## config.mk

```make
export PLATFORM = sky130hd
export DESIGN_NAME = mcce_ctrl
export DESIGN_NICKNAME = d
export VERILOG_FILES = /design/src/hdl/mcce_pkg.sv /design/src/hdl/mcce_ctrl.sv
export SDC_FILE = /design/constraint.sdc
export NUM_CORES = 1
export LEC_CHECK = 0
export CAP_MARGIN = 30
export CORE_ASPECT_RATIO = 2
export CORE_MARGIN = 4
export CORE_UTILIZATION = 55
export CTS_CLUSTER_DIAMETER = 80
export CTS_CLUSTER_SIZE = 28
export DETAILED_ROUTE_END_ITERATION = 16
export DONT_BUFFER_PORTS = 1
export GPL_TIMING_DRIVEN = 0
export PLACE_DENSITY = 0.7
export SLEW_MARGIN = 20
export SYNTH_ARGS = -nofsm -noshare
export SYNTH_HDL_FRONTEND = slang
export SYNTH_SLANG_ARGS = --single-unit
```

## constraint.sdc

```tcl
create_clock -name clk -period 3.2 [get_ports clk]
set_input_delay 0.16 -clock clk [delete_from_list [all_inputs] [get_ports clk]]
set_output_delay 0.16 -clock clk [all_outputs]
set_load 0.03 [all_outputs]
```

## src/hdl/mcce_pkg.sv

```systemverilog
`timescale 1ns / 1ps
`default_nettype none
package mcce_pkg;

    localparam int CORNER_W = 14;
    localparam int VERT_W   = 12;
    localparam int COORD_W  = 32;
    localparam int LABEL_W  = 14;
    localparam int COUNT_W  = 13;

    localparam int MAX_TRIANGLES_DEF = 4096;
    localparam int MAX_VERTICES_DEF  = 4096;
    localparam int STACK_DEPTH_DEF   = 1024;

    // Division by three as a multiply by a rounded-up reciprocal.
    localparam int DIV_K     = CORNER_W + 2;
    localparam int DIV_RECIP = (2 ** DIV_K + 2) / 3;

    typedef enum logic [1:0] {
        CMD_LOAD_CORNER = 2'd0,
        CMD_LOAD_VERTEX = 2'd1,
        CMD_START       = 2'd2,
        CMD_STEP        = 2'd3
    } command_t;

    typedef enum logic [1:0] {
        REC_HEADER = 2'd0,
        REC_VERTEX = 2'd1,
        REC_SYMBOL = 2'd2,
        REC_HANDLE = 2'd3
    } rec_kind_t;

    typedef enum logic [2:0] {
        SYM_C = 3'd0,
        SYM_L = 3'd1,
        SYM_E = 3'd2,
        SYM_R = 3'd3,
        SYM_S = 3'd4
    } symbol_t;

    typedef enum logic [2:0] {
        RS_HEADER,
        RS_VERTEX,
        RS_SYMBOL,
        RS_HANDLE_R,
        RS_HANDLE_L
    } rec_sel_t;

    typedef enum logic [2:0] {
        DQ_HOLD,
        DQ_CC,
        DQ_PREV,
        DQ_OPP,
        DQ_RC,
        DQ_STACK
    } dq_sel_t;

    typedef enum logic [1:0] {
        OR_NONE,
        OR_NEXT,
        OR_PREV,
        OR_DQ
    } opp_rd_t;

    typedef enum logic [1:0] {
        VR_NONE,
        VR_DQ,
        VR_PREV
    } vtx_rd_t;

    typedef enum logic [1:0] {
        VS_NONE,
        VS_A,
        VS_B,
        VS_V
    } vsel_t;

    typedef enum logic [1:0] {
        LW_NONE,
        LW_ONE,
        LW_SPLIT
    } lab_wr_t;

    typedef enum logic [2:0] {
        CC_HOLD,
        CC_OPP,
        CC_RC,
        CC_LC,
        CC_DQ
    } cc_ld_t;

    typedef struct packed {
        logic     take;
        logic     clr;
        dq_sel_t  dq_sel;
        opp_rd_t  opp_rd;
        vtx_rd_t  vtx_rd;
        vsel_t    coord_rd;
        vsel_t    mark_wr;
        logic     mark_rd;
        lab_wr_t  lab_wr;
        logic     lab_rd;
        logic     tri_c_ld;
        logic     t_inc;
        logic     fan_inc;
        logic     fan_one;
        logic     cap_va;
        logic     cap_vb;
        logic     cap_v;
        logic     cap_rc;
        logic     cap_lc;
        logic     cap_hr;
        logic     cap_hl;
        logic     fs_ld;
        cc_ld_t   cc_ld;
        logic     push;
        logic     pop;
        logic     emit;
        rec_sel_t rec_sel;
        symbol_t  sym;
        logic     last;
        logic     done;
        logic     err;
    } dp_cmd_t;

    typedef struct packed {
        logic slot_free;
        logic clr_last;
        logic at_stop;
        logic marked;
        logic hr_gt1;
        logic hl_gt1;
        logic hr_nz;
        logic hl_nz;
        logic sp_zero;
        logic sp_full;
        logic lab_zero;
        logic mesh_kind;
        logic emit_header;
    } dp_status_t;

    typedef struct packed {
        logic [1:0]          command;
        logic [CORNER_W-1:0] index;
        logic [VERT_W-1:0]   corner_vertex;
        logic [CORNER_W-1:0] corner_opposite;
        logic [COORD_W-1:0]  coord_x;
        logic [COORD_W-1:0]  coord_y;
        logic [COORD_W-1:0]  coord_z;
    } in_item_t;

    typedef struct packed {
        logic [1:0]         record_kind;
        logic [2:0]         symbol;
        logic               header_mesh_kind;
        logic [COUNT_W-1:0] fan_count;
        logic [COORD_W-1:0] out_x;
        logic [COORD_W-1:0] out_y;
        logic [COORD_W-1:0] out_z;
        logic [LABEL_W-1:0] handle_from;
        logic [LABEL_W-1:0] handle_to;
        logic               last;
        logic               done_res;
        logic               error;
    } out_item_t;

endpackage
`default_nettype wire

```

## src/hdl/mcce_ctrl.sv

```systemverilog
`timescale 1ns / 1ps
`default_nettype none
module mcce_ctrl (
    input  wire                  clk,
    input  wire                  rst_n,
    input  wire                  in_valid,
    input  wire [1:0]            in_command,
    output logic                 in_ready,
    input  mcce_pkg::dp_status_t status,
    output mcce_pkg::dp_cmd_t    cmd
);
    typedef enum logic [2:0] {
        PH_IDLE,
        PH_INIT,
        PH_FAN,
        PH_WALK,
        PH_DONE,
        PH_ERROR
    } phase_t;

    typedef enum logic [5:0] {
        S_IDLE, S_CLR,
        S_I0, S_I1, S_I2, S_I3, S_I4, S_I5, S_I6, S_I7, S_I8, S_I9, S_I10, S_I11,
        S_F0, S_F1, S_F2, S_F3, S_F4, S_F5, S_FH,
        S_W0, S_W1, S_W2, S_W3, S_W4, S_W5, S_W6, S_W7, S_W8, S_W9, S_W10,
        S_W11, S_W12,
        S_E0, S_E1, S_E2, S_E3, S_E4, S_E5, S_E6
    } state_t;

    state_t state_reg, state_next;
    phase_t phase_reg, phase_next;

    assign in_ready = (state_reg == S_IDLE);

    always_comb
    begin
        cmd        = '0;
        state_next = state_reg;
        phase_next = phase_reg;
        case (state_reg)
            S_IDLE:
            begin
                cmd.take = in_valid;
                if (in_valid)
                begin
                    case (in_command)
                        mcce_pkg::CMD_START: state_next = S_CLR;
                        mcce_pkg::CMD_STEP:
                        begin
                            case (phase_reg)
                                PH_INIT: state_next = S_I0;
                                PH_FAN:  state_next = S_F0;
                                PH_WALK: state_next = S_W0;
                                default: state_next = S_IDLE;
                            endcase
                        end
                        default: state_next = S_IDLE;
                    endcase
                end
            end
            S_CLR:
            begin
                cmd.clr = 1'b1;
                if (status.clr_last)
                begin
                    phase_next = PH_INIT;
                    state_next = S_IDLE;
                end
            end
            // First step: the three vertices of the start triangle.
            S_I0: begin cmd.dq_sel = mcce_pkg::DQ_CC; state_next = S_I1; end
            S_I1: state_next = S_I2;
            S_I2:
            begin
                cmd.lab_wr = mcce_pkg::LW_ONE;
                cmd.opp_rd = mcce_pkg::OR_NEXT;
                cmd.vtx_rd = mcce_pkg::VR_DQ;
                cmd.dq_sel = mcce_pkg::DQ_PREV;
                state_next = S_I3;
            end
            S_I3:
            begin
                cmd.cap_va = 1'b1;
                cmd.cap_rc = 1'b1;
                cmd.opp_rd = mcce_pkg::OR_DQ;
                cmd.vtx_rd = mcce_pkg::VR_DQ;
                state_next = S_I4;
            end
            S_I4:
            begin
                cmd.cap_vb = 1'b1;
                cmd.cap_lc = 1'b1;
                cmd.vtx_rd = mcce_pkg::VR_PREV;
                cmd.dq_sel = mcce_pkg::DQ_RC;
                state_next = S_I5;
            end
            S_I5: begin cmd.cap_v = 1'b1; state_next = S_I6; end
            S_I6:
            begin
                cmd.fs_ld    = 1'b1;
                cmd.coord_rd = mcce_pkg::VS_A;
                if (!status.mesh_kind) cmd.mark_wr = mcce_pkg::VS_A;
                state_next = S_I7;
            end
            S_I7:
            begin
                cmd.rec_sel = mcce_pkg::RS_VERTEX;
                if (status.slot_free) begin cmd.emit = 1'b1; state_next = S_I8; end
            end
            S_I8:
            begin
                cmd.coord_rd = mcce_pkg::VS_B;
                cmd.mark_wr  = mcce_pkg::VS_B;
                state_next   = S_I9;
            end
            S_I9:
            begin
                cmd.rec_sel = mcce_pkg::RS_VERTEX;
                if (status.slot_free) begin cmd.emit = 1'b1; state_next = S_I10; end
            end
            S_I10:
            begin
                cmd.coord_rd = mcce_pkg::VS_V;
                cmd.mark_wr  = mcce_pkg::VS_V;
                state_next   = S_I11;
            end
            S_I11:
            begin
                cmd.rec_sel = mcce_pkg::RS_VERTEX;
                cmd.last    = 1'b1;
                if (status.slot_free)
                begin
                    cmd.emit    = 1'b1;
                    cmd.cc_ld   = mcce_pkg::CC_LC;
                    cmd.fan_one = 1'b1;
                    phase_next  = PH_FAN;
                    state_next  = S_IDLE;
                end
            end
            // Fan steps: one vertex each, then the header if emit_header is set.
            S_F0: begin cmd.dq_sel = mcce_pkg::DQ_CC; state_next = S_F1; end
            S_F1: state_next = S_F2;
            S_F2:
            begin
                cmd.lab_wr  = mcce_pkg::LW_ONE;
                cmd.t_inc   = 1'b1;
                cmd.fan_inc = 1'b1;
                if (status.at_stop)
                begin
                    cmd.opp_rd = mcce_pkg::OR_PREV;
                    state_next = S_FH;
                end
                else
                begin
                    cmd.vtx_rd = mcce_pkg::VR_DQ;
                    cmd.opp_rd = mcce_pkg::OR_NEXT;
                    state_next = S_F3;
                end
            end
            S_F3:
            begin
                cmd.cap_v  = 1'b1;
                cmd.cc_ld  = mcce_pkg::CC_OPP;
                state_next = S_F4;
            end
            S_F4:
            begin
                cmd.coord_rd = mcce_pkg::VS_V;
                cmd.mark_wr  = mcce_pkg::VS_V;
                state_next   = S_F5;
            end
            S_F5:
            begin
                cmd.rec_sel = mcce_pkg::RS_VERTEX;
                cmd.last    = 1'b1;
                if (status.slot_free) begin cmd.emit = 1'b1; state_next = S_IDLE; end
            end
            S_FH:
            begin
                cmd.cc_ld   = mcce_pkg::CC_OPP;
                cmd.rec_sel = mcce_pkg::RS_HEADER;
                cmd.last    = 1'b1;
                phase_next  = PH_WALK;
                if (!status.emit_header)
                begin
                    state_next = S_IDLE;
                end
                else if (status.slot_free)
                begin
                    cmd.emit   = 1'b1;
                    state_next = S_IDLE;
                end
            end
            // Walk steps: one triangle each.
            S_W0: begin cmd.dq_sel = mcce_pkg::DQ_CC; state_next = S_W1; end
            S_W1: state_next = S_W2;
            S_W2:
            begin
                cmd.lab_wr   = mcce_pkg::LW_ONE;
                cmd.tri_c_ld = 1'b1;
                cmd.t_inc    = 1'b1;
                cmd.opp_rd   = mcce_pkg::OR_NEXT;
                cmd.vtx_rd   = mcce_pkg::VR_DQ;
                state_next   = S_W3;
            end
            S_W3:
            begin
                cmd.cap_rc = 1'b1;
                cmd.cap_v  = 1'b1;
                cmd.opp_rd = mcce_pkg::OR_PREV;
                cmd.dq_sel = mcce_pkg::DQ_OPP;
                state_next = S_W4;
            end
            S_W4:
            begin
                cmd.cap_lc  = 1'b1;
                cmd.dq_sel  = mcce_pkg::DQ_OPP;
                cmd.mark_rd = 1'b1;
                state_next  = S_W5;
            end
            S_W5:
            begin
                cmd.lab_rd   = 1'b1;
                cmd.coord_rd = mcce_pkg::VS_V;
                state_next   = S_W6;
            end
            S_W6:
            begin
                cmd.cap_hr = 1'b1;
                cmd.lab_rd = 1'b1;
                state_next = S_W7;
            end
            S_W7: begin cmd.cap_hl = 1'b1; state_next = S_W8; end
            S_W8:
            begin
                cmd.rec_sel = mcce_pkg::RS_HANDLE_R;
                if (!status.hr_gt1)
                begin
                    state_next = S_W9;
                end
                else if (status.slot_free)
                begin
                    cmd.emit   = 1'b1;
                    state_next = S_W9;
                end
            end
            S_W9:
            begin
                cmd.rec_sel = mcce_pkg::RS_HANDLE_L;
                if (!status.hl_gt1)
                begin
                    state_next = S_W10;
                end
                else if (status.slot_free)
                begin
                    cmd.emit   = 1'b1;
                    state_next = S_W10;
                end
            end
            S_W10:
            begin
                cmd.rec_sel = mcce_pkg::RS_SYMBOL;
                if (!status.marked)
                begin
                    cmd.sym = mcce_pkg::SYM_C;
                    if (status.slot_free) begin cmd.emit = 1'b1; state_next = S_W11; end
                end
                else if (status.hr_nz && status.hl_nz)
                begin
                    state_next = S_E0;
                end
                else if (status.hr_nz)
                begin
                    cmd.sym   = mcce_pkg::SYM_R;
                    cmd.last  = 1'b1;
                    cmd.cc_ld = mcce_pkg::CC_LC;
                    if (status.slot_free) begin cmd.emit = 1'b1; state_next = S_IDLE; end
                end
                else if (status.hl_nz)
                begin
                    cmd.sym   = mcce_pkg::SYM_L;
                    cmd.last  = 1'b1;
                    cmd.cc_ld = mcce_pkg::CC_RC;
                    if (status.slot_free) begin cmd.emit = 1'b1; state_next = S_IDLE; end
                end
                else
                begin
                    cmd.sym    = mcce_pkg::SYM_S;
                    cmd.last   = 1'b1;
                    cmd.lab_wr = mcce_pkg::LW_SPLIT;
                    if (status.sp_full)
                    begin
                        // The traversal stops here until the next start.
                        cmd.err    = 1'b1;
                        phase_next = PH_ERROR;
                        if (status.slot_free)
                        begin
                            cmd.emit   = 1'b1;
                            state_next = S_IDLE;
                        end
                    end
                    else
                    begin
                        cmd.push   = 1'b1;
                        cmd.cc_ld  = mcce_pkg::CC_RC;
                        state_next = S_W12;
                    end
                end
            end
            S_W11:
            begin
                cmd.rec_sel = mcce_pkg::RS_VERTEX;
                cmd.last    = 1'b1;
                cmd.mark_wr = mcce_pkg::VS_V;
                cmd.cc_ld   = mcce_pkg::CC_RC;
                if (status.slot_free) begin cmd.emit = 1'b1; state_next = S_IDLE; end
            end
            S_W12:
            begin
                cmd.rec_sel = mcce_pkg::RS_SYMBOL;
                cmd.sym     = mcce_pkg::SYM_S;
                cmd.last    = 1'b1;
                if (status.slot_free) begin cmd.emit = 1'b1; state_next = S_IDLE; end
            end
            // On E, pop pending corners until one lies in an unvisited triangle or the stack is empty.
            S_E0:
            begin
                if (status.sp_zero)
                begin
                    phase_next = PH_DONE;
                    state_next = S_E5;
                end
                else
                begin
                    cmd.pop    = 1'b1;
                    state_next = S_E1;
                end
            end
            S_E1: begin cmd.dq_sel = mcce_pkg::DQ_STACK; state_next = S_E2; end
            S_E2: state_next = S_E3;
            S_E3: begin cmd.lab_rd = 1'b1; state_next = S_E4; end
            S_E4:
            begin
                if (status.lab_zero)
                begin
                    cmd.cc_ld  = mcce_pkg::CC_DQ;
                    state_next = S_E6;
                end
                else
                begin
                    state_next = S_E0;
                end
            end
            S_E5:
            begin
                cmd.rec_sel = mcce_pkg::RS_SYMBOL;
                cmd.sym     = mcce_pkg::SYM_E;
                cmd.done    = 1'b1;
                cmd.last    = 1'b1;
                if (status.slot_free) begin cmd.emit = 1'b1; state_next = S_IDLE; end
            end
            S_E6:
            begin
                cmd.rec_sel = mcce_pkg::RS_SYMBOL;
                cmd.sym     = mcce_pkg::SYM_E;
                cmd.last    = 1'b1;
                if (status.slot_free) begin cmd.emit = 1'b1; state_next = S_IDLE; end
            end
            default: state_next = S_IDLE;
        endcase
    end

    always_ff @(posedge clk or negedge rst_n)
    begin
        if (!rst_n)
        begin
            state_reg <= S_IDLE;
            phase_reg <= PH_IDLE;
        end
        else
        begin
            state_reg <= state_next;
            phase_reg <= phase_next;
        end
    end
endmodule
`default_nettype wire

```

==> metrics.txt, run 1 <==
setup_tns 0 ns; initial antenna violation count 0; remaining global-route overflow 0; Post-synth EDFFs 0; Post-synth ARST share 100.0%; cell taking the most area after synthesis dfrtp_1; Die Y just under 90 um; average wire per standard cell 22.79 um; CTS tree yes; RSZ-0062 raised after global routing false; Worst-Margin Slew 1.037 ns; first-pass GRT wire length approximately 12 mm; critical path class flip-flop to output pin; outcome completed; vias in the first global route between 2000 and 2500; CTS clk-pin slew, worst paths 0.04 ns; Post-Syn Nets 311; top-count cell post-synth nor2_1; layout cells sized above 1 7.383%; reg2reg path depth 8; Post-Route WL 7.499 mm; CP Max Fanout 10; total power draw around 1.6 mW; IR drop worst, VDD between 700 and 800 uV; total core area 0.003157 mm2; H-tree depth 1; Post-synth top cells nor2_1 (37), nand2_1 (26), a21oi_1 (20); number of synthesized register bits 9; dpl hpwl 5.933 mm; Finish-stage setup viols 0; top cells by area, synth dfrtp_1 (12%), nor2_1 (7.7%), a21oi_1 (5.6%); Port Buffers 0; flop2flop setup slack between 0.3 and 0.4 ns; Die X 48.49 um; Initial DRT Pass Iterations 6; row cnt 29; total number of vias roughly 2400; clock root cell clkbuf_8; Setup Fix Bufs, Post-CTS 0; Worst EP arrival 2.76 ns; Final ANT Viol Nets 0; Hold Path Stages 2; period utilisation layout 91.39%; HP Class input pin to flip-flop; CP startpoint kind flip-flop; prevailing post-synth register cell dfrtp_1; Rel. slew slack 30.66%; Avg Cell Area, Syn 6.217 um2; synthesized area around 0.0018 mm2; share of the synthesized area in the top cell type 12.49%; GRT Total Usage 34.50%; ANT cells 0; Synth Warn # 0; pre-CTS setup slack a little under 0.3 ns; Max Freq 341.9 MHz; via-per-instance ratio about 7.4; hold path endpoint state_reg[5]$_DFFE_PN0P_; Max-Cap Viols 0; CTS sink cnt 9; DIE AREA 0.004314 mm2; CTS Buf Count 3; HP Start status[12]; R2R Path End state_reg[4]$_DFFE_PN0P_; GP Congestion 1.040; area grow syn2layout 6.732%; Reg-to-Reg Start state_reg[1]$_DFFE_PN0P_; I/O pins 63; endpoint type of the worst setup path output pin; LEAKAGE 0.8256 nW; DR iter-0 viols 226; post-synthesis cell count 290; Worst Path Required around 3 ns; largest net degree at the start of global routing 11; Starting Density 57.11%; max reg flops 6; residual DRC count 0; Pwr Density roughly 840 mW/mm2; unique cell type count in the Yosys netlist 53; Longest Clk Path Bufs 2; fin. max-slew vios 0; final hold viol count 0; sequential fraction of the synthesis area 12.49%; Period minus WS final 2.925 ns; setup ws final 0.2754 ns; Worst Skew 0.0009075 ns; Layout Nets 320; clock latency at the later pin of the worst-skew pair ~0.23 ns
==> layout by cell type (no fill, tap or decap), drive strengths merged, types with 9 or more instances in the layout <==
| cell | instances |
|---|---|
| buf | 16 |
| inv | 13 |
| dfrtp | 9 |
| nor3 | 13 |
| nand3 | 17 |
| clkbuf | 14 |
| and3 | 10 |
| a21oi | 21 |
| nor2 | 37 |
| nand2 | 26 |
| nor2b | 14 |
| nand2b | 9 |
| o21ai | 19 |
==> kinds of logic after synthesis <==
| family | count (synthesis) | share of synthesized area [%] |
|---|---|---|
| AOI/OAI and AO/OA | 86 | 31.30 |
| DFF | 9 | 12.49 |
| buffers and inverters | 38 | 9.091 |
| xor gates and xnor gates | 4 | 1.943 |
| adders and majority gates | 3 | 2.082 |
| muxes | 2 | 1.110 |
| and+or+nand+nor | 148 | 41.98 |
==> per-stage QoR <==
stage | hold slack, ns | util, % | cell area, um2 | std cells
after floorplan | -0.1356 | - | 1803 | 290
after global placement | -0.1354 | 58.34 | 1842 | 321
after detailed placement | -0.1354 | 58.98 | 1862 | 324
after CTS | 0.1306 | 60.72 | 1917 | 329
after global routing | 0.1500 | 60.96 | 1924 | 329
final | 0.1502 | 60.96 | 1924 | 329
==> per-layer routing <==
metal | part of all wire, % | track usage (%)
met5 | 0 | 0
met4 | 8.0 | 24.75
met1 | 33 | 36.49
met2 | 49 | 60.60
met3 | 9.2 | 6.177
==> worst max-delay path, cell delays in order, from the launching register on <==
cell	delay [ns]
dfrtp_1	0.31
buf_2	0.18
buf_2	0.26
clkbuf_1	0.39
buf_1	0.46
nand2_1	0.20
nand2_1	0.11
a21oi_1	0.08
o32ai_1	0.53
==> area by class of cell <==
type                            count  area (um2)
Clock buffer                        4       45.04
Sequential cell                     9       225.2
Inverter                           15       56.30
Multi-Input combinational cell    243        1428
Fill cell                         322        1232
Timing Repair Buffer                4       23.77
Buffer                             23       107.6
Tap cell                           31       38.79
==> worst max-delay path by stage <==
stage | from | endpoint | slack (ns) | cells past startpoint
2_1_floorplan | state_reg[0]$_DFFE_PN0P_ | cmd[38] | 0.80 | 6
3_3_place_gp | state_reg[1]$_DFFE_PN0P_ | state_reg[4]$_DFFE_PN0P_ | 0.30 | 8
3_5_place_dp | state_reg[1]$_DFFE_PN0P_ | state_reg[4]$_DFFE_PN0P_ | 0.29 | 8
4_1_cts | state_reg[0]$_DFFE_PN0P_ | cmd[38] | 0.13 | 6
5_1_grt | state_reg[0]$_DFFE_PN0P_ | cmd[38] | 0.14 | 6
6_report | state_reg[2]$_DFFE_PN0P_ | cmd[39] | 0.28 | 8
==> power by group <==
part	total [mW]	switching (mW)	internal [mW]
clock	0.131	0.0447	0.0868
combinational	1.27	0.922	0.348
sequential	0.213	0.0599	0.153
total	1.61	1.03	0.588
==> what timing repair did <==
item	CTS	global route
endpoints found under the setup margin	0	3
endpoints found under the hold margin	9	0
hold buffers	1	0
resized for setup	0	3
Power figures use the tool's default switching activity.
==> run 2, diff against run 1 <==
Clock period 3.2 ns to 3.05 ns, I/O delays scaled along.
==> run 2 against run 1 <==
  * Clock power increased by 5%
  * Global-route usage increased by 0.10 points
  * Combinational power increased by 5%
  * Critical path depth unchanged
  * Via count increased by 0.78%
  * Non-clock buffer count unchanged
  * Worst setup slack got worse by 0.17 ns
  * Clock skew about the same
  * Clock-buffer cell count unchanged
  * Die area unchanged
  * Cell area unchanged
  * Critical path type unchanged
  * Critical endpoint unchanged
==> metrics.txt, run 2 (same netlist as run 1, synthesis figures left out) <==
outcome completed; design area 0.001924 mm2 (unchanged); worst hold slack 0.1431 ns (-0.007089 ns); GP Congestion 1.040 (unchanged); CTS clk-pin slew, worst paths 0.04 ns (about the same); ANT cells 0 (unchanged); CP Max Fanout 10 (unchanged); Worst EP arrival 2.79 ns (+0.03 ns); clock latency at the later pin of the worst-skew pair 0.23 ns (about the same); Port Buffers 0 (unchanged); initial antenna violation count 0 (unchanged); Rel. slew slack 29.07% (-1.6 points); reg2reg path depth 8 (unchanged); Final ANT Viol Nets 0 (unchanged); DIE AREA 0.004314 mm2 (unchanged); DR iter-0 viols 262 (+16%); setup ws final 0.1028 ns (-0.1726 ns); vias in the first global route 2390 (+1.1%); dpl cells 324 (unchanged); Worst Skew 0.0009132 ns (+0.000005746 ns); total core area 0.003157 mm2 (unchanged); most frequent cells in the layout nor2_1 (36), nand2_1 (26), a21oi_1 (20); Die X 48.49 um (unchanged); final cell count without fillers 329 (unchanged); dpl hpwl 5.933 mm (unchanged); IR drop worst, VDD 775.8 uV (+4.1%); endpoint type of the worst setup path output pin; GRT Total Usage 34.61% (+0.10 points); layout cells sized above 1 7.383% (unchanged); Worst-Margin Slew 1.061 ns (+0.02373 ns); Hold Path Stages 2 (unchanged); LEAKAGE 0.8256 nW (unchanged); Final Core Density 60.96% (unchanged); first-pass GRT wire length 11.97 mm (+0.46%); Initial DRT Pass Iterations 5 (-1); CTS Buf Count 3 (unchanged); Post-DP Area 0.001862 mm2 (unchanged); period utilisation layout 96.63%; Max-Cap Viols 0 (unchanged); average wire per standard cell 22.71 um (-0.39%); pre-CTS setup slack 0.1438 ns (-0.1500 ns); residual DRC count 0 (unchanged); flop2flop setup slack 0.23 ns (-0.16 ns); critical path class flip-flop to output pin; final hold viol count 0 (unchanged); leading cell type in the layout, fill and taps excluded nor2_1; Layout Nets 320 (unchanged); Longest Clk Path Bufs 2 (unchanged); Starting Density 57.11% (unchanged); HP Class input pin to flip-flop; row cnt 29 (unchanged); fin. max-slew vios 0 (unchanged); Pwr Density 878.7 mW/mm2 (+4.7%); Setup Fix Bufs, Post-CTS 0 (unchanged); clock root cell clkbuf_8; largest net degree at the start of global routing 11 (unchanged); RSZ-0062 raised after global routing false; total power draw 1.691 mW (+4.7%); CP startpoint kind flip-flop; I/O pins 63 (unchanged); Max Freq ~340 MHz; setup_tns 0 ns (unchanged); area grow syn2layout 6.732% (unchanged); Worst Path Required 2.90 ns (-0.14 ns); H-tree depth 1 (unchanged); Finish-stage setup viols 0 (unchanged); via-per-instance ratio 7.450 (+0.78%); remaining global-route overflow 0 (unchanged); CTS sink cnt 9 (unchanged); CTS tree yes; Post-Route WL 7.470 mm (-0.39%); Period minus WS final 2.947 ns; total number of vias 2451 (+0.78%); Die Y 88.97 um (unchanged); max reg flops 6 (unchanged)
[run 2: cell counts in the layout (fill, tap and decap cells not counted)]
No cell type changed its count.
[run 2: per-layer routing]
layer,up-vias,track usage [%],routed length [um]
li1,1077,-,-
met2,210,60.48,3692
met4,0,25.25,603
met3,64,6.177,680
met5,-,0,0
met1,1100,36.69,2493
[run 2: critical path, cell delays in order (launching register included)]
cell	delay, ns
dfrtp_1	0.31
buf_2	0.19
buf_2	0.25
clkbuf_1	0.39
buf_1	0.47
nand2_1	0.20
nand2_1	0.11
a21oi_1	0.08
o32ai_1	0.54
[run 2: power breakdown]
group | internal [mW] | total, mW | leakage (nW) | switching, mW
logic | 0.366 | 1.33 | 0.685 | 0.967
registers | 0.160 | 0.222 | 0.118 | 0.0613
clock network | 0.0909 | 0.137 | 0.0228 | 0.0458
total | 0.617 | 1.69 | 0.826 | 1.07
[run 2: final timing paths]
check	start	endpoint
setup / recovery	state_reg[2]$_DFFE_PN0P_	cmd[39]
hold / removal	status[12]	state_reg[5]$_DFFE_PN0P_
setup reg to reg	state_reg[1]$_DFFE_PN0P_	state_reg[4]$_DFFE_PN0P_
hold reg to reg	phase_reg[2]$_DFFE_PN0P_	phase_reg[2]$_DFFE_PN0P_
max in group asynchronous	rst_n	state_reg[1]$_DFFE_PN0P_
min in group asynchronous	rst_n	phase_reg[1]$_DFFE_PN0P_
[run 2: layout make-up]
type / instances / area (um2)
buffer: 23 / 107.6
clock buffer: 4 / 45.04
fill: 322 / 1232
inverter: 15 / 56.30
multi-input combinational: 243 / 1428
sequential: 9 / 225.2
tap: 31 / 38.79
timing repair buffer: 4 / 23.77
[run 2: what timing repair did]
action / CTS / global route
hold buffers: 1 / 0
endpoints found under the setup margin: 1 / 5
gates resized for setup: 1 / 2
gates cloned: 0 / 0
hold endpoints to repair: 9 / 0
